## src/rtl/rtc_fields_to_epoch_seconds_top_macros.svh

```systemverilog
// Assertion macros for the clock-to-epoch conversion RTL.
`ifndef RTC_FIELDS_TO_EPOCH_SECONDS_TOP_MACROS_SVH
`define RTC_FIELDS_TO_EPOCH_SECONDS_TOP_MACROS_SVH

`ifndef NO_ASSERTIONS
// Checked on every rising edge of i_clk, off while reset is asserted.
`define RTCF_ASSERT(lbl, prop, msg) \
    lbl: assert property (@(posedge i_clk) disable iff (!i_rst_n) prop) \
        else $error(msg);
// Checked on every rising edge of i_clk, reset included.
`define RTCF_ASSERT_NR(lbl, prop, msg) \
    lbl: assert property (@(posedge i_clk) prop) else $error(msg);
`else
`define RTCF_ASSERT(lbl, prop, msg)
`define RTCF_ASSERT_NR(lbl, prop, msg)
`endif

`endif

```

## src/rtl/rtcf_pkg.sv

```systemverilog
// Shared types, constants and tables for the clock-to-epoch conversion.
package rtcf_pkg;

    // Number of register stages between input and output.
    localparam int unsigned NUM_STAGES = 7;

    // Configuration port.
    localparam int unsigned CFG_IDX_W = 8;

    typedef enum logic [CFG_IDX_W-1:0] {
        REG_BCD_MODE    = 8'd0,
        REG_HOUR24_MODE = 8'd1
    } t_cfg_reg;

    // Datapath widths.
    localparam int unsigned YEAR_W  = 15;  // century*100 + year, at most 25755
    localparam int unsigned Q100_W  = 9;   // year / 100
    localparam int unsigned Y365_W  = 24;  // year * 365
    localparam int unsigned TOD_W   = 20;  // seconds within the (unchecked) day
    localparam int unsigned MDAY_W  = 10;  // month offset plus day of month
    localparam int unsigned DAYS_W  = 25;  // signed day count from the epoch
    localparam int unsigned TOTAL_W = 42;  // signed exact second count

    // Division by 100 as a multiply and shift; exact for inputs below 43690.
    localparam logic [12:0] RECIP_100   = 13'd5243;
    localparam int unsigned RECIP_SHIFT = 19;

    // Day number of 1970-01-01 plus the 365 and 1 taken out of the day sum.
    localparam logic [19:0] EPOCH_BIAS = 20'd719528;

    localparam logic signed [17:0] DAY_SECS = 18'sd86400;

    // Days in the year before the first of each month (non-leap year).
    function automatic logic [8:0] cum_days(input logic [3:0] m);
        logic [8:0] d;
        case (m)
            4'd1:    d = 9'd0;
            4'd2:    d = 9'd31;
            4'd3:    d = 9'd59;
            4'd4:    d = 9'd90;
            4'd5:    d = 9'd120;
            4'd6:    d = 9'd151;
            4'd7:    d = 9'd181;
            4'd8:    d = 9'd212;
            4'd9:    d = 9'd243;
            4'd10:   d = 9'd273;
            4'd11:   d = 9'd304;
            4'd12:   d = 9'd334;
            default: d = 9'd0;
        endcase
        return d;
    endfunction

    // Decoded register fields after the first stage.
    typedef struct packed {
        logic [7:0] second;
        logic [7:0] minute;
        logic [7:0] hour;
        logic [7:0] day;
        logic [3:0] month;
        logic [7:0] year;
        logic [7:0] century;
        logic       month_err;
    } t_fields;

    // Day count and time of day leaving the day counter.
    typedef struct packed {
        logic signed [DAYS_W-1:0] days;
        logic [TOD_W-1:0]         tod;
        logic                     err;
    } t_days;

endpackage

```

## src/rtl/rtcf_decode.sv

```systemverilog
// First stage: BCD or binary decode, 12-hour conversion and month clamp.
module rtcf_decode (
    input  logic              i_clk,
    input  logic              i_en,
    input  logic              i_bcd_mode,
    input  logic              i_hour24_mode,
    input  logic [7:0]        i_raw_second,
    input  logic [7:0]        i_raw_minute,
    input  logic [7:0]        i_raw_hour,
    input  logic [7:0]        i_raw_day,
    input  logic [7:0]        i_raw_month,
    input  logic [7:0]        i_raw_year,
    input  logic [7:0]        i_raw_century,
    output rtcf_pkg::t_fields o_fields
);

    // Decimal value of a byte: high nibble times ten plus low nibble in BCD mode.
    function automatic logic [7:0] bcd_dec(input logic [7:0] b, input logic bcd);
        logic [7:0] v;
        if (bcd) begin
            v = 8'(b[7:4]) * 8'd10 + 8'(b[3:0]);
        end else begin
            v = b;
        end
        return v;
    endfunction

    rtcf_pkg::t_fields n_fields;
    rtcf_pkg::t_fields r_fields;
    logic [7:0]        w_hour12;
    logic [7:0]        w_month;

    // Decode every field; the PM bit is dropped before a 12-hour decode.
    always_comb begin
        n_fields.second  = bcd_dec(i_raw_second, i_bcd_mode);
        n_fields.minute  = bcd_dec(i_raw_minute, i_bcd_mode);
        n_fields.day     = bcd_dec(i_raw_day, i_bcd_mode);
        n_fields.year    = bcd_dec(i_raw_year, i_bcd_mode);
        n_fields.century = bcd_dec(i_raw_century, i_bcd_mode);
        w_hour12 = bcd_dec({1'b0, i_raw_hour[6:0]}, i_bcd_mode);
        w_month  = bcd_dec(i_raw_month, i_bcd_mode);

        // Twelve o'clock is hour 0 in the morning and stays 12 in the afternoon.
        if (i_hour24_mode) begin
            n_fields.hour = bcd_dec(i_raw_hour, i_bcd_mode);
        end else if (i_raw_hour[7]) begin
            n_fields.hour = (w_hour12 == 8'd12) ? 8'd12 : w_hour12 + 8'd12;
        end else begin
            n_fields.hour = (w_hour12 == 8'd12) ? 8'd0 : w_hour12;
        end

        // Months outside one to twelve are pulled to the nearest end and flagged.
        if (w_month == 8'd0) begin
            n_fields.month     = 4'd1;
            n_fields.month_err = 1'b1;
        end else if (w_month > 8'd12) begin
            n_fields.month     = 4'd12;
            n_fields.month_err = 1'b1;
        end else begin
            n_fields.month     = w_month[3:0];
            n_fields.month_err = 1'b0;
        end
    end

    always_ff @(posedge i_clk) begin
        if (i_en) begin
            r_fields <= n_fields;
        end
    end

    assign o_fields = r_fields;

endmodule

```

## src/rtl/rtcf_days.sv

```systemverilog
// Stages two to five: full year, leap rule and signed day count from 1970.
module rtcf_days (
    input  logic              i_clk,
    input  logic [3:0]        i_adv,
    input  rtcf_pkg::t_fields i_fields,
    output rtcf_pkg::t_days   o_days
);

    localparam int unsigned YW = rtcf_pkg::YEAR_W;
    localparam int unsigned PW = YW + 13;

    // Stage two registers.
    logic [YW-1:0]              r2_year;
    logic [rtcf_pkg::TOD_W-1:0] r2_tod;
    logic [7:0]                 r2_day;
    logic [3:0]                 r2_month;
    logic                       r2_err;

    // Stage three registers.
    logic [YW-1:0]                  r3_year;
    logic [rtcf_pkg::Q100_W-1:0]    r3_q100;
    logic [rtcf_pkg::Y365_W-1:0]    r3_y365;
    logic [rtcf_pkg::TOD_W-1:0]     r3_tod;
    logic [7:0]                     r3_day;
    logic [3:0]                     r3_month;
    logic                           r3_err;

    // Stage four registers.
    logic [rtcf_pkg::Y365_W-1:0]    r4_y365;
    logic [YW-3:0]                  r4_d4;
    logic [rtcf_pkg::Q100_W-1:0]    r4_d100;
    logic [rtcf_pkg::Q100_W-3:0]    r4_d400;
    logic [rtcf_pkg::MDAY_W-1:0]    r4_mday;
    logic [rtcf_pkg::TOD_W-1:0]     r4_tod;
    logic                           r4_err;

    // Stage five registers.
    rtcf_pkg::t_days r5_days;

    logic [PW-1:0]                  w_prod100;
    logic [YW-1:0]                  w_rem_full;
    logic [6:0]                     w_rem100;
    logic                           w_year0;
    logic                           w_leap;
    logic [YW-3:0]                  w_q4;
    logic [rtcf_pkg::Q100_W-3:0]    w_q400;
    logic [rtcf_pkg::Q100_W-1:0]    n_d100;
    logic [YW-3:0]                  n_d4;
    logic [rtcf_pkg::Q100_W-3:0]    n_d400;
    logic [rtcf_pkg::MDAY_W-1:0]    n_mday;
    logic [rtcf_pkg::DAYS_W-1:0]    n_days;

    // Stage two: full year and seconds within the day.
    always_ff @(posedge i_clk) begin
        if (i_adv[0]) begin
            r2_year  <= YW'(i_fields.century) * YW'(100) + YW'(i_fields.year);
            r2_tod   <= rtcf_pkg::TOD_W'(i_fields.hour) * rtcf_pkg::TOD_W'(3600)
                      + rtcf_pkg::TOD_W'(i_fields.minute) * rtcf_pkg::TOD_W'(60)
                      + rtcf_pkg::TOD_W'(i_fields.second);
            r2_day   <= i_fields.day;
            r2_month <= i_fields.month;
            r2_err   <= i_fields.month_err;
        end
    end

    // Stage three: year divided by 100 through the reciprocal, and year times 365.
    assign w_prod100 = PW'(r2_year) * PW'(rtcf_pkg::RECIP_100);

    always_ff @(posedge i_clk) begin
        if (i_adv[1]) begin
            r3_year  <= r2_year;
            r3_q100  <= w_prod100[rtcf_pkg::RECIP_SHIFT +: rtcf_pkg::Q100_W];
            r3_y365  <= rtcf_pkg::Y365_W'(r2_year) * rtcf_pkg::Y365_W'(365);
            r3_tod   <= r2_tod;
            r3_day   <= r2_day;
            r3_month <= r2_month;
            r3_err   <= r2_err;
        end
    end

    // Stage four: leap rule and the (year - 1) quotients, truncated toward zero.
    always_comb begin
        w_rem_full = r3_year - YW'(r3_q100) * YW'(100);
        w_rem100   = w_rem_full[6:0];
        w_year0    = (r3_year == '0);
        w_q4       = r3_year[YW-1:2];
        w_q400     = r3_q100[rtcf_pkg::Q100_W-1:2];
        w_leap     = ((r3_year[1:0] == 2'b00) && (w_rem100 != 7'd0))
                   || ((w_rem100 == 7'd0) && (r3_q100[1:0] == 2'b00));

        // Year zero gives -1 for (year - 1), whose quotients are all zero.
        if (w_year0) begin
            n_d4   = '0;
            n_d100 = '0;
            n_d400 = '0;
        end else begin
            n_d4   = (r3_year[1:0] == 2'b00) ? w_q4 - 1'b1 : w_q4;
            n_d100 = (w_rem100 == 7'd0) ? r3_q100 - 1'b1 : r3_q100;
            n_d400 = ((w_rem100 == 7'd0) && (r3_q100[1:0] == 2'b00))
                   ? w_q400 - 1'b1 : w_q400;
        end

        n_mday = rtcf_pkg::MDAY_W'(rtcf_pkg::cum_days(r3_month))
               + rtcf_pkg::MDAY_W'(w_leap && (r3_month > 4'd2))
               + rtcf_pkg::MDAY_W'(r3_day);
    end

    always_ff @(posedge i_clk) begin
        if (i_adv[2]) begin
            r4_y365 <= r3_y365;
            r4_d4   <= n_d4;
            r4_d100 <= n_d100;
            r4_d400 <= n_d400;
            r4_mday <= n_mday;
            r4_tod  <= r3_tod;
            r4_err  <= r3_err;
        end
    end

    // Stage five: sum of the terms, less the epoch day number, in two's complement.
    assign n_days = rtcf_pkg::DAYS_W'(r4_y365)
                  + rtcf_pkg::DAYS_W'(r4_d4)
                  - rtcf_pkg::DAYS_W'(r4_d100)
                  + rtcf_pkg::DAYS_W'(r4_d400)
                  + rtcf_pkg::DAYS_W'(r4_mday)
                  - rtcf_pkg::DAYS_W'(rtcf_pkg::EPOCH_BIAS);

    always_ff @(posedge i_clk) begin
        if (i_adv[3]) begin
            r5_days.days <= $signed(n_days);
            r5_days.tod  <= r4_tod;
            r5_days.err  <= r4_err;
        end
    end

    assign o_days = r5_days;

endmodule

```

## src/rtl/rtcf_total.sv

```systemverilog
// Stages six and seven: seconds total, 32-bit wrap and the range flag.
module rtcf_total (
    input  logic            i_clk,
    input  logic [1:0]      i_adv,
    input  rtcf_pkg::t_days i_days,
    output logic [31:0]     o_epoch_seconds,
    output logic            o_range_error
);

    localparam int unsigned TW = rtcf_pkg::TOTAL_W;
    localparam int unsigned MW = rtcf_pkg::DAYS_W + 18;

    logic signed [MW-1:0] w_mul;
    logic [TW-1:0]        n_total;
    logic [TW-1:0]        r6_total;
    logic                 r6_err;
    logic [31:0]          r7_epoch;
    logic                 r7_err;

    // Stage six: days times 86400 plus the time of day.
    assign w_mul   = i_days.days * rtcf_pkg::DAY_SECS;
    assign n_total = TW'(w_mul) + TW'(i_days.tod);

    always_ff @(posedge i_clk) begin
        if (i_adv[0]) begin
            r6_total <= n_total;
            r6_err   <= i_days.err | i_days.days[rtcf_pkg::DAYS_W-1];
        end
    end

    // Stage seven: flag a clamped month, a negative day count or total, or a total that does not fit 32 bits.
    always_ff @(posedge i_clk) begin
        if (i_adv[1]) begin
            r7_epoch <= r6_total[31:0];
            r7_err   <= r6_err | (r6_total[TW-1:32] != '0);
        end
    end

    assign o_epoch_seconds = r7_epoch;
    assign o_range_error   = r7_err;

endmodule

```

## src/rtl/rtc_fields_to_epoch_seconds_top.sv

```systemverilog
// Top level: clock register snapshot to seconds since 1970, seven-stage pipeline.
//
//  Channel   Direction  Handshake                  Payload
//  input     in         i_valid / o_stall          i_raw_second .. i_raw_century
//  result    out        o_valid / i_stall          o_epoch_seconds, o_range_error
//  config    in         i_cfg_valid / o_cfg_ready  i_cfg_index, i_cfg_data
//
// One word enters per cycle while o_stall is low; each result passes through
// the seven register stages of decode, day count and total.
// Synchronous reset empties every stage and sets BCD and 24-hour mode.
// A stalled result holds its stage; empty stages ahead of a stall still fill.

`include "rtc_fields_to_epoch_seconds_top_macros.svh"

module rtc_fields_to_epoch_seconds_top (
    input  logic                           i_clk,
    input  logic                           i_rst_n,
    input  logic                           i_valid,
    output logic                           o_stall,
    input  logic [7:0]                     i_raw_second,
    input  logic [7:0]                     i_raw_minute,
    input  logic [7:0]                     i_raw_hour,
    input  logic [7:0]                     i_raw_day,
    input  logic [7:0]                     i_raw_month,
    input  logic [7:0]                     i_raw_year,
    input  logic [7:0]                     i_raw_century,
    output logic                           o_valid,
    input  logic                           i_stall,
    output logic [31:0]                    o_epoch_seconds,
    output logic                           o_range_error,
    input  logic                           i_cfg_valid,
    output logic                           o_cfg_ready,
    input  logic [rtcf_pkg::CFG_IDX_W-1:0] i_cfg_index,
    input  logic                           i_cfg_data
);

    localparam int unsigned NS = rtcf_pkg::NUM_STAGES;

    logic                 r_bcd_mode;
    logic                 r_hour24_mode;
    logic [NS-1:0]        r_vld;
    logic [NS:0]          w_ready;
    rtcf_pkg::t_fields    w_fields;
    rtcf_pkg::t_days      w_days;

    // Mode registers; writes to an index outside the list are dropped.
    assign o_cfg_ready = 1'b1;

    always_ff @(posedge i_clk) begin
        if (!i_rst_n) begin
            r_bcd_mode    <= 1'b1;
            r_hour24_mode <= 1'b1;
        end else if (i_cfg_valid && o_cfg_ready) begin
            case (i_cfg_index)
                rtcf_pkg::REG_BCD_MODE:    r_bcd_mode    <= i_cfg_data;
                rtcf_pkg::REG_HOUR24_MODE: r_hour24_mode <= i_cfg_data;
                default: ;
            endcase
        end
    end

    // A stage may load when it is empty or the stage after it loads.
    always_comb begin
        w_ready[NS] = !i_stall;
        for (int k = NS - 1; k >= 0; k--) begin
            w_ready[k] = !r_vld[k] || w_ready[k+1];
        end
    end

    // Valid bits travel with the data through the stages.
    always_ff @(posedge i_clk) begin
        if (!i_rst_n) begin
            r_vld <= '0;
        end else begin
            if (w_ready[0]) begin
                r_vld[0] <= i_valid;
            end
            for (int k = 1; k < NS; k++) begin
                if (w_ready[k]) begin
                    r_vld[k] <= r_vld[k-1];
                end
            end
        end
    end

    assign o_stall = !w_ready[0];
    assign o_valid = r_vld[NS-1];

    rtcf_decode u_decode (
        .i_clk         (i_clk),
        .i_en          (w_ready[0]),
        .i_bcd_mode    (r_bcd_mode),
        .i_hour24_mode (r_hour24_mode),
        .i_raw_second  (i_raw_second),
        .i_raw_minute  (i_raw_minute),
        .i_raw_hour    (i_raw_hour),
        .i_raw_day     (i_raw_day),
        .i_raw_month   (i_raw_month),
        .i_raw_year    (i_raw_year),
        .i_raw_century (i_raw_century),
        .o_fields      (w_fields)
    );

    rtcf_days u_days (
        .i_clk    (i_clk),
        .i_adv    (w_ready[4:1]),
        .i_fields (w_fields),
        .o_days   (w_days)
    );

    rtcf_total u_total (
        .i_clk           (i_clk),
        .i_adv           (w_ready[6:5]),
        .i_days          (w_days),
        .o_epoch_seconds (o_epoch_seconds),
        .o_range_error   (o_range_error)
    );

    // An accepted word is in the first stage on the next cycle.
    `RTCF_ASSERT(a_accept_lands, i_valid && !o_stall |=> r_vld[0], "accepted word not captured")
    // A pipeline with an empty output stage never pushes back on the input.
    `RTCF_ASSERT(a_no_false_stall, !o_valid |-> !o_stall, "stall with empty output stage")
    // A blocked middle stage keeps its word.
    `RTCF_ASSERT(a_mid_hold, r_vld[3] && !w_ready[4] |=> r_vld[3], "blocked stage lost word")
    // Reset leaves both modes at their default.
    `RTCF_ASSERT_NR(a_mode_reset, !i_rst_n |=> r_bcd_mode && r_hour24_mode, "mode reset value")

endmodule
```

## config.mk

```make
export PLATFORM = sky130hd
export DESIGN_NAME = rtc_fields_to_epoch_seconds_top
export DESIGN_NICKNAME = d
export VERILOG_FILES = /design/src/rtl/rtcf_pkg.sv /design/src/rtl/rtcf_decode.sv /design/src/rtl/rtcf_days.sv /design/src/rtl/rtcf_total.sv /design/src/rtl/rtc_fields_to_epoch_seconds_top.sv
export VERILOG_INCLUDE_DIRS = /design/src /design/src/rtl
export SDC_FILE = /design/constraint.sdc
export NUM_CORES = 1
export LEC_CHECK = 0
export BUFFER_PORTS_ARGS = -buffer_cell sky130_fd_sc_hd__buf_2
export CAP_MARGIN = 5
export CORE_ASPECT_RATIO = 1.75
export CORE_MARGIN = 10
export CORE_UTILIZATION = 32
export CTS_BUF_LIST = sky130_fd_sc_hd__clkbuf_2 sky130_fd_sc_hd__clkbuf_4 sky130_fd_sc_hd__clkbuf_8
export CTS_CLUSTER_DIAMETER = 80
export DETAILED_ROUTE_END_ITERATION = 7
export MAX_ROUTING_LAYER = met4
export PLACE_DENSITY = 0.57
export SYNTH_ARGS = -nofsm -noshare
export SYNTH_HDL_FRONTEND = slang
export SYNTH_HIERARCHICAL = 1
export SYNTH_SLANG_ARGS = --single-unit
export TNS_END_PERCENT = 1
```

## constraint.sdc

```tcl
create_clock -name i_clk -period 5.1 [get_ports i_clk]
set_input_delay 0.51 -clock i_clk [delete_from_list [all_inputs] [get_ports i_clk]]
set_output_delay 0.51 -clock i_clk [all_outputs]
set_load 0.03 [all_outputs]
```

==> results.md, run 1 <==
- Non-filler cells in the finished layout: between 4,000 and 5,000
- Cell mode on critical path: buf_4
- Clk_lat worst skew: 690 ps
- Root Buffer Master: clkbuf_8
- Clock-pin slew of the registers on the worst-case setup and hold paths: 70 ps
- Syn_nets: about 3,900
- Area of the core: 0.106 mm²
- I/O Buffers: 104
- I/O pins: 106
- Fillers: 10,400
- Initial Util: 0.322
- Hold Path Sink: r_bcd_mode$_SDFFE_PN1P_
- Crit Path Category: flop to flop
- Seq/Total Area, Yosys: 0.351
- Final wirelength: 73.7 mm
- Number of global-route vias before repair: 24,200
- Pin count of the biggest net entering global routing: 56
- R2R setup slack: -340 ps
- Deepest clock path buffer count: 3
- Reg2Reg Launch Point: u_days/o_days[38]$_DFFE_PP_
- Fin area: 0.0405 mm²
- Synth warn: 6
- Share of cells above drive strength 1: 0.197
- Post-Syn Area: 0.0340 mm²
- Fin worst setup slack: -343 ps
- Main synth FF type: edfxtp_1
- Critical Path Source Type: flop
- Final core utilization: 0.383
- Clk_skew: between 40 and 50 ps
- Remaining DRCs: 0
- Commonest cells after routing, fill and taps aside: inv_1, ha_1, edfxtp_1
- Post-synthesis area per instance: 11.1 µm²
- Global-route wire length before repair: 120 mm
- MaxCap Viol Count: 0
- GRT overflow: 0
- TritonCTS clock tree: built
- RSZ-0062 raised after global routing: yes
- Ranking of synthesized cells by area: edfxtp_1, ha_1, fa_1, inv_1, xnor2_1
- Width of the die: 267 µm
- H-tree depth reported by CTS: 3
- Total track usage: 0.129
- Die height: about 450 µm
- DR vias: 22,600
- Worst-case reg-to-reg path depth: 22
- DR pass1 iterations: 5
- Placed cell area: roughly 0.039 mm²
- Failing checks: negative setup slack
- DR WL/cell: 14.9 µm
- Yosys reg bits: 404
- Most common cell after layout, fill and taps aside: inv_1
- Worst min path class: input pin to flop
- Max FO, Critical Path: 4
- Slowest CP cell: fa_1
- Status: complete, but fails checks
- CP Data Arrival Time: 5870 ps
- DR vias/cell: about 4.6
- CP endpoint kind: flop
- DRT antenna net count: 0
- Post-synth ARST share: 0
- Reg2Reg Capture Point: u_total/r6_total[35]$_DFFE_PP_
- Die area: 0.120 mm²
- Shortest period the worst path allows: 5440 ps
- Synth top area share: 0.341
- Final setup violating endpoints: 23
- Syn Inst Count: between 3,000 and 4,000
- Max-slew headroom: 0.384
- Final hold violations: 0
- Slew @ Worst Pin: about 900 ps
- HPWL Detailed: 62.8 mm
- Crit path required time: 5530 ps
- Post-synth EDFFs: between 300 and 400
- Yosys cell types: 103
- Hold Crit Depth: 3
- Net count, final: 4,366
- Max-slew violations: 0
- Final GP Congestion: 0.875
- Final worst path period share: 1.07
- Initial DRC count: 652
- Leading area contributor after synthesis: edfxtp_1
- Area delta synth->final: 18.9%
- TritonCTS Sinks: 404
- Fmax: 184 MHz
- Initial antenna violation count: 1
- Hold path startpoint: i_cfg_index[0]
- Number of placement rows: 158
- Cts bufs inserted: 66
- Inst Count DP: 4,807
- Cell Chain, Critical Path: buf_4 > ha_1 > ha_1 > inv_1 > fa_1 > fa_1 > fa_1 > inv_1 > ha_1 > buf_4 > buf_4 > nand2_1 > a21oi_1 > a21boi_2 > mux2i_1 > o21ai_0 > a31oi_1 > buf_4 > buf_4 > nor2b_1 > nand4_1 > xor2_1
- Crit-path max cell delay: 560 ps
[Yosys cell counts (7+ instances only)]
cell,number
o21bai_1,27
xor2_1,64
nor4_1,15
nand2_1,121
and3_1,13
edfxtp_1,386
nor3_1,42
and2_1,10
a21o_1,49
dfxtp_1,18
o211ai_1,15
a211o_1,9
a21oi_1,150
nand3_1,38
buf_6,7
o21ai_0,81
ha_1,505
nand3b_1,11
o2111ai_1,11
a211oi_1,9
or3_1,10
or2_2,9
nor2b_1,24
fa_1,257
nand2b_1,10
nand4_1,22
inv_1,626
clkbuf_1,11
a31oi_1,15
o31ai_1,8
mux2i_1,13
nor2_1,145
xnor2_1,142
mux2_2,25
o21a_1,22
[state kept, by name, indices dropped and copies added, names as in the netlist, 7 cells and up, named ones only]
name and count:
u_days/r4_d400 7, u_days/r4_mday 10, u_days/r3_y365 22, u_total/r6_total 42, u_days/r3_tod 20, r_vld 7, u_days/r2_year 15, u_days/r3_year 15
u_days/r2_tod 20, u_days/r3_q100 9, u_days/r4_tod 20, u_decode/o_fields 53, u_total/o_epoch_seconds 32, u_days/r4_d4 13, u_days/r2_day 8, u_days/o_days 46
u_days/r3_day 8, u_days/r4_d100 9, u_days/r4_y365 24
[metal layers]
| metal | track usage | part of all wire | vias to the layer above |
|---|---|---|---|
| met5 | - | 0 | - |
| met4 | 0.0722 | 0.059 | 0 |
| met3 | 0.0188 | 0.025 | 167 |
| met2 | 0.253 | 0.58 | 276 |
| met1 | 0.115 | 0.34 | 10800 |
| li1 | - | - | 11400 |
[logic make-up (layout without fill, tap and decap cells)]
logic type      after synthesis  count (layout)  share of synthesized area
compound gates              470             470                     0.0910
xor+xnor                    209             209                     0.0546
fa+ha+maj                   762             762                      0.337
buf+inv                     659            1185                     0.0755
flops                       404             404                      0.351
mux                          38              38                     0.0121
other cells                   1               2                   0.000110
simple gates                514             514                     0.0788
[worst max-delay path, delay by kind of cell, from the launching register on]
| kind | cells | cell delay [ps] |
|---|---|---|
| AO/OA/AOI/OAI | 4 | 660 |
| AND/OR/NAND/NOR | 3 | 410 |
| flip-flops | 1 | 480 |
| multiplexers | 1 | 220 |
| XOR/XNOR | 1 | 150 |
| buffers and inverters | 7 | 840 |
| adder cells (fa/ha/maj) | 6 | 2420 |
[final cells by class]
cell class,count,area (µm²),area share
diodes,1,2.50,0.0000618
inverters,627,2350,0.0582
clock buffers,86,1080,0.0266
flip-flops and latches,404,12000,0.295
repair buffers,441,3110,0.0767
well taps,1360,1700,0.0420
clock inverters,31,270,0.00668
multi-input cells,1994,20000,0.494
[per-stage QoR]
stage | hold WS (ps) | TNS [ps] | setup slack, ps
after floorplan | 400 | -2340 | -358
after global placement | 400 | -12050 | -803
after detailed placement | 405 | -13690 | -873
after CTS | 6.88 | -4970 | -391
after global routing | 50.2 | -10750 | -714
final | 97.2 | -4220 | -343
[how the worst max path moves through the flow]
stage	slack (ps)	start	to
detailed placement	-870	u_days/r2_year[11]$_DFFE_PP_	u_days/r3_q100[8]$_DFFE_PP_
global placement	-800	u_days/r2_year[13]$_DFFE_PP_	u_days/r3_q100[8]$_DFFE_PP_
CTS	-390	u_days/o_days[26]$_DFFE_PP_	u_total/r6_total[41]$_DFFE_PP_
floorplan	-360	u_days/o_days[23]$_DFFE_PP_	u_total/r6_total[39]$_DFFE_PP_
finish	-340	u_days/o_days[38]$_DFFE_PP_	u_total/r6_total[35]$_DFFE_PP_
global route	-710	u_days/o_days[26]$_DFFE_PP_	u_total/r6_total[41]$_DFFE_PP_
[repair_timing]
action,CTS,global route
setup endpoints to repair,27,34
gates resized for setup,57,34
setup buffers,11,1
hold buffers,7,0
endpoints found under the hold margin,7,0
pin swaps,37,17
Power of run 1 is left out: the tool's default activity adds up to more than one toggle a clock period on the data nets, which glitch-free logic cannot reach.
==> run 2, diff against run 1 <==
--- a/config.mk
+++ b/config.mk
@@ -15,7 +15,7 @@
 export CTS_CLUSTER_DIAMETER = 80
 export DETAILED_ROUTE_END_ITERATION = 7
 export MAX_ROUTING_LAYER = met4
-export PLACE_DENSITY = 0.57
+export PLACE_DENSITY = 0.56
 export SYNTH_ARGS = -nofsm -noshare
 export SYNTH_HDL_FRONTEND = slang
 export SYNTH_HIERARCHICAL = 1
==> constraint.sdc (replaced) <==
create_clock -name i_clk -period 5.8 [get_ports i_clk]
set_input_delay 0.58 -clock i_clk [delete_from_list [all_inputs] [get_ports i_clk]]
set_output_delay 0.58 -clock i_clk [all_outputs]
set_load 0.03 [all_outputs]
==> results.md, run 2 (synthesis gave the netlist of run 1 again) <==
- R2R setup slack: 140 ps
- DR vias: 21,800
- CP Data Arrival Time: 6080 ps
- DR vias/cell: 4.61
- Placed cell area: 0.0369 mm²
- Initial DRC count: 504
- Max-slew violations: 0
- Crit-path leading delay family: adder cells
- H-tree depth reported by CTS: 2
- Max FO, Critical Path: 8
- Die height: about 450 µm
- Clk_skew: roughly 53 ps
- Final wirelength: ~70 mm
- Final GP Congestion: between 0.9 and 1
- Area delta synth->final: 13.4%
- Worst-case reg-to-reg path depth: 20
- Area of the multi-input gates: slightly below 0.02 mm²
- Largest register FFs: 53
- Hold Crit Depth: 1
- Final setup violating endpoints: 0
- Net count, final: 4,152
- Reg2Reg Capture Point: u_total/r6_total[38]$_DFFE_PP_
- Slowest CP cell: fa_1
- Register area: 0.0120 mm²
- TritonCTS clock tree: built
- Status: completed
- Setup TNS Final: 0 ps
- TritonCTS Sinks: 404
- Commonest cells after routing, fill and taps aside: inv_1, ha_1, edfxtp_1
- Crit Path Category: flop to flop
- DR pass1 iterations: 6
- Width of the die: 267 µm
- Number of placement rows: between 150 and 200
- Root Buffer Master: clkbuf_8
- RSZ-0062 raised after global routing: yes
- WP buf/inv: 5
- Hold path startpoint: i_raw_year[0]
- Pin count of the biggest net entering global routing: 68
- Initial antenna violation count: 3
- Initial Util: 0.322
- Fmax: 177 MHz
- Die area: 0.120 mm²
- Final worst path period share: 0.976
- Share of cells above drive strength 1: 0.131
- Total track usage: 0.123
- Max-slew headroom: 0.419
- DR WL/cell: 15.0 µm
- Shortest period the worst path allows: between 5000 and 6000 ps
- MaxCap Viol Count: 0
- Fin area: 0.0386 mm²
- Inst Count DP: 4,599
- Worst min path class: input pin to flop
- Crit path required time: 6220 ps
- DRT antenna net count: 0
- I/O pins: approximately 110
- GRT overflow: 0
- Crit-path max cell delay: ~540 ps
- Reg2Reg Launch Point: u_days/o_days[27]$_DFFE_PP_
- Clock-pin slew of the registers on the worst-case setup and hold paths: 60 ps
- Stages on worst setup path: 20
- Number of global-route vias before repair: 23,500
- Cts bufs inserted: 61
- Slew @ Worst Pin: 847 ps
- HPWL Detailed: 60.6 mm
- Most common cell after layout, fill and taps aside: inv_1
- Area of the core: 0.106 mm²
- Fillers: 10,400
- Non-filler cells in the finished layout: roughly 4,700
- Max Used Layer: met4
- Global-route wire length before repair: 116 mm
- Critical Path Source Type: flop
- CP endpoint kind: flop
- WL met1: 24.5 mm
- Met2 routed WL: 40.7 mm
- Remaining DRCs: 0
- Final hold violations: 0
- Metal3 WL: 1.70 mm
- Hold Path Sink: u_decode/o_fields[9]$_DFFE_PP_
- Cell Chain, Critical Path: buf_4 > ha_1 > ha_1 > fa_1 > inv_1 > fa_1 > fa_1 > inv_1 > ha_1 > nand4_1 > nor2_1 > buf_4 > nand4_1 > nand2_1 > xnor2_1 > nand4_1 > buf_6 > nor4_4 > nand3_1 > xor2_1
- Deepest clock path buffer count: 3
- Clk_lat worst skew: about 720 ps
- I/O Buffers: roughly 100
## run 2: cell count changes in the layout (fill, tap and decap cells not counted), sizes merged
cell / previous run / this run
buf: 434 / 228
clkbuf: 86 / 78
clkinv: 20 / 26
clkinvlp: 4 / 1
dlygate4sd3: 7 / 4
bufinv: 4 / 6
diode: 1 / 2
## run 2: area by class of cell
class                      count  share of cell area
multi-input combinational   1994               0.511
sequential                   404               0.310
inverter                     627              0.0610
tap                         1360              0.0441
timing repair buffer         232              0.0392
clock buffer                  78              0.0254
clock inverter                36             0.00930
antenna                        2            0.000130
## run 2: metal layers
metal  up-vias  track usage
li1      11000            -
met1     10400        0.110
met2       269        0.245
met3       172       0.0133
met4         0       0.0691
met5         -            -
## run 2: worst max path at each step
stage | from | to | slack [ps]
after global routing | u_days/o_days[25]$_DFFE_PP_ | u_total/r6_total[38]$_DFFE_PP_ | -120
final | u_days/o_days[27]$_DFFE_PP_ | u_total/r6_total[38]$_DFFE_PP_ | 140
after global placement | u_days/o_days[24]$_DFFE_PP_ | u_total/r6_total[41]$_DFFE_PP_ | -30
after floorplan | u_days/o_days[24]$_DFFE_PP_ | u_total/r6_total[39]$_DFFE_PP_ | 90
after CTS | u_days/o_days[25]$_DFFE_PP_ | u_total/r6_total[37]$_DFFE_PP_ | -3
after detailed placement | u_days/o_days[24]$_DFFE_PP_ | u_total/r6_total[37]$_DFFE_PP_ | -140
## run 2: repair_timing
action | in CTS | in global routing
pin swaps | 7 | 38
hold endpoints to repair | 4 | 0
buffers inserted | 5 | 9
hold buffers | 4 | 0
setup endpoints to repair | 12 | 20
resized for setup | 12 | 29
## run 2: per-stage QoR
stage,setup slack [ps],hold slack [ps],util
floorplan,91.7,400,-
global placement,-25.9,403,0.349
detailed placement,-141,405,0.349
CTS,-3.14,5.58,0.363
global route,-116,23.0,0.365
finish,142,77.7,0.365
## run 2: worst register-to-register path: cells and delay by family (launching register included)
kind,cells,cell delay (ps)
fa+ha+maj,6,2620
simple gates,7,1390
buf+inv,5,590
flops,1,390
xor+xnor,2,370
Power of run 2 is left out for the same reason.
==> run 3, diff against run 2 <==
--- a/config.mk
+++ b/config.mk
@@ -9,7 +9,7 @@
 export BUFFER_PORTS_ARGS = -buffer_cell sky130_fd_sc_hd__buf_2
 export CAP_MARGIN = 5
 export CORE_ASPECT_RATIO = 1.75
-export CORE_MARGIN = 10
+export CORE_MARGIN = 2
 export CORE_UTILIZATION = 32
 export CTS_BUF_LIST = sky130_fd_sc_hd__clkbuf_2 sky130_fd_sc_hd__clkbuf_4 sky130_fd_sc_hd__clkbuf_8
 export CTS_CLUSTER_DIAMETER = 80
==> results.md, run 3 (synthesis gave the netlist of run 1 again) <==
- Fmax: 178 MHz
- Share of cells above drive strength 1: 0.141
- Status: completed
- Max-slew violations: 0
- Global-route wire length before repair: about 110 mm
- Final worst path period share: 0.970
- Initial antenna violation count: 1
- Fillers: 10,500
- Clk_lat worst skew: 700 ps
- Met2 routed WL: between 40 and 50 mm
- CP endpoint kind: flop
- Shortest period the worst path allows: 5630 ps
- Root Buffer Master: clkbuf_8
- H-tree depth reported by CTS: 2
- Clock-pin slew of the registers on the worst-case setup and hold paths: ~60 ps
- I/O Buffers: 104
- CP Data Arrival Time: 6090 ps
- Clk_skew: 44.7 ps
- Net count, final: 4,161
- Pin count of the biggest net entering global routing: 73
- Crit Path Category: flop to flop
- Final wirelength: ~70 mm
- Cell Chain, Critical Path: ha_1 > inv_1 > fa_1 > inv_1 > fa_1 > fa_1 > inv_1 > fa_1 > inv_1 > ha_1 > nand2_1 > nor2_1 > o21ai_0 > o311ai_0 > buf_4 > a41o_1 > a41o_1 > nor4_1 > a311oi_1
- Crit path required time: 6270 ps
- Crit-path max cell delay: approximately 600 ps
- I/O pins: 106
- Cts bufs inserted: 59
- TritonCTS Sinks: between 400 and 500
- Initial DRC count: 822
- Slowest CP cell: edfxtp_1
- RSZ-0062 raised after global routing: yes
- Critical Path Source Type: flop
- Max-slew headroom: 0.411
- Most common cell after layout, fill and taps aside: inv_1
- DRT antenna net count: 0
- Final GP Congestion: between 0.9 and 1
- Final hold violations: 0
- WL met1: ~25 mm
- Remaining DRCs: 0
- Area delta synth->final: 13.8%
- Max Used Layer: met4
- Slew @ Worst Pin: 859 ps
- DR vias: 21,900
- TritonCTS clock tree: built
- HPWL Detailed: 59.4 mm
- Width of the die: roughly 250 µm
- Setup TNS Final: 0 ps
- Deepest clock path buffer count: 3
- Max FO, Critical Path: 7
- Number of global-route vias before repair: 23,100
- Area of the core: 0.106 mm²
- GRT overflow: 0
- Total track usage: 0.135
- Crit-path leading delay family: adder cells
- DR WL/cell: 14.8 µm
- WP buf/inv: 5
- Metal3 WL: approximately 1.5 mm
- Worst min path class: input pin to flop
- MaxCap Viol Count: 0
- Number of placement rows: 158
- DR vias/cell: 4.62
- Initial Util: 0.322
- Largest register FFs: 53
- Die area: 0.109 mm²
- DR pass1 iterations: 5
- Final setup violating endpoints: 0
- Die height: 435 µm
- Commonest cells after routing, fill and taps aside: inv_1, ha_1, edfxtp_1
[run 3: final cells by class]
type / count / area, µm² / share of cell area
timing repair buffer: 243 / 1600 / 0.0414
clock buffer: 85 / 1030 / 0.0265
antenna: 1 / 2.50 / 0.0000646
sequential: 404 / 12000 / 0.309
inverter: 627 / 2350 / 0.0608
multi-input combinational: 1994 / 19800 / 0.512
tap: 1360 / 1700 / 0.0439
clock inverter: 27 / 240 / 0.00620
[run 3: worst register-to-register path: cells and delay by family, from the launching register on]
kind / cells / cell delay, ps
AOI/OAI and AO/OA: 5 / 1270
and+or+nand+nor: 3 / 280
adders and majority gates: 6 / 2610
buffers and inverters: 5 / 660
DFF: 1 / 600
[run 3: what timing repair did]
action | CTS | global route
pin swaps | 12 | 30
hold buffers | 2 | 0
buffers inserted | 5 | 10
hold endpoints to repair | 2 | 0
setup endpoints to repair | 10 | 20
resized for setup | 11 | 52
[run 3: per-layer routing]
metal  vias to the layer above  global-route usage
met5                         -                   -
met4                         0              0.0563
met3                       150              0.0134
met2                       254               0.275
met1                     10500               0.124
li1                      11000                   -
[run 3: path summary, 6_finish.rpt]
| path | slack, ps | startpoint | to | cells after the start |
|---|---|---|---|---|
| worst max register to register | 170 | u_days/r2_year[11]$_DFFE_PP_ | u_days/r3_q100[8]$_DFFE_PP_ | 19 |
| worst min register to register | 380 | u_days/r3_y365[11]$_DFFE_PP_ | u_days/r4_y365[11]$_DFFE_PP_ | 0 |
| worst min-delay path | 90 | i_raw_day[0] | u_decode/o_fields[21]$_DFFE_PP_ | 1 |
| worst max-delay path | 170 | u_days/r2_year[11]$_DFFE_PP_ | u_days/r3_q100[8]$_DFFE_PP_ | 19 |
[run 3: per-stage QoR]
step / setup slack (ps) / hold slack [ps] / utilization / std cells / area, µm²
floorplan: 91.7 / 400 / - / 3057 / 34000
global placement: -25.9 / 403 / 0.350 / 4611 / 37000
detailed placement: -99.6 / 405 / 0.350 / 4611 / 37000
CTS: -10.7 / 13.5 / 0.363 / 4730 / 38400
global route: -89.3 / 26.9 / 0.366 / 4741 / 38700
finish: 173 / 90.4 / 0.366 / 4741 / 38700
Power of run 3 is left out for the same reason.
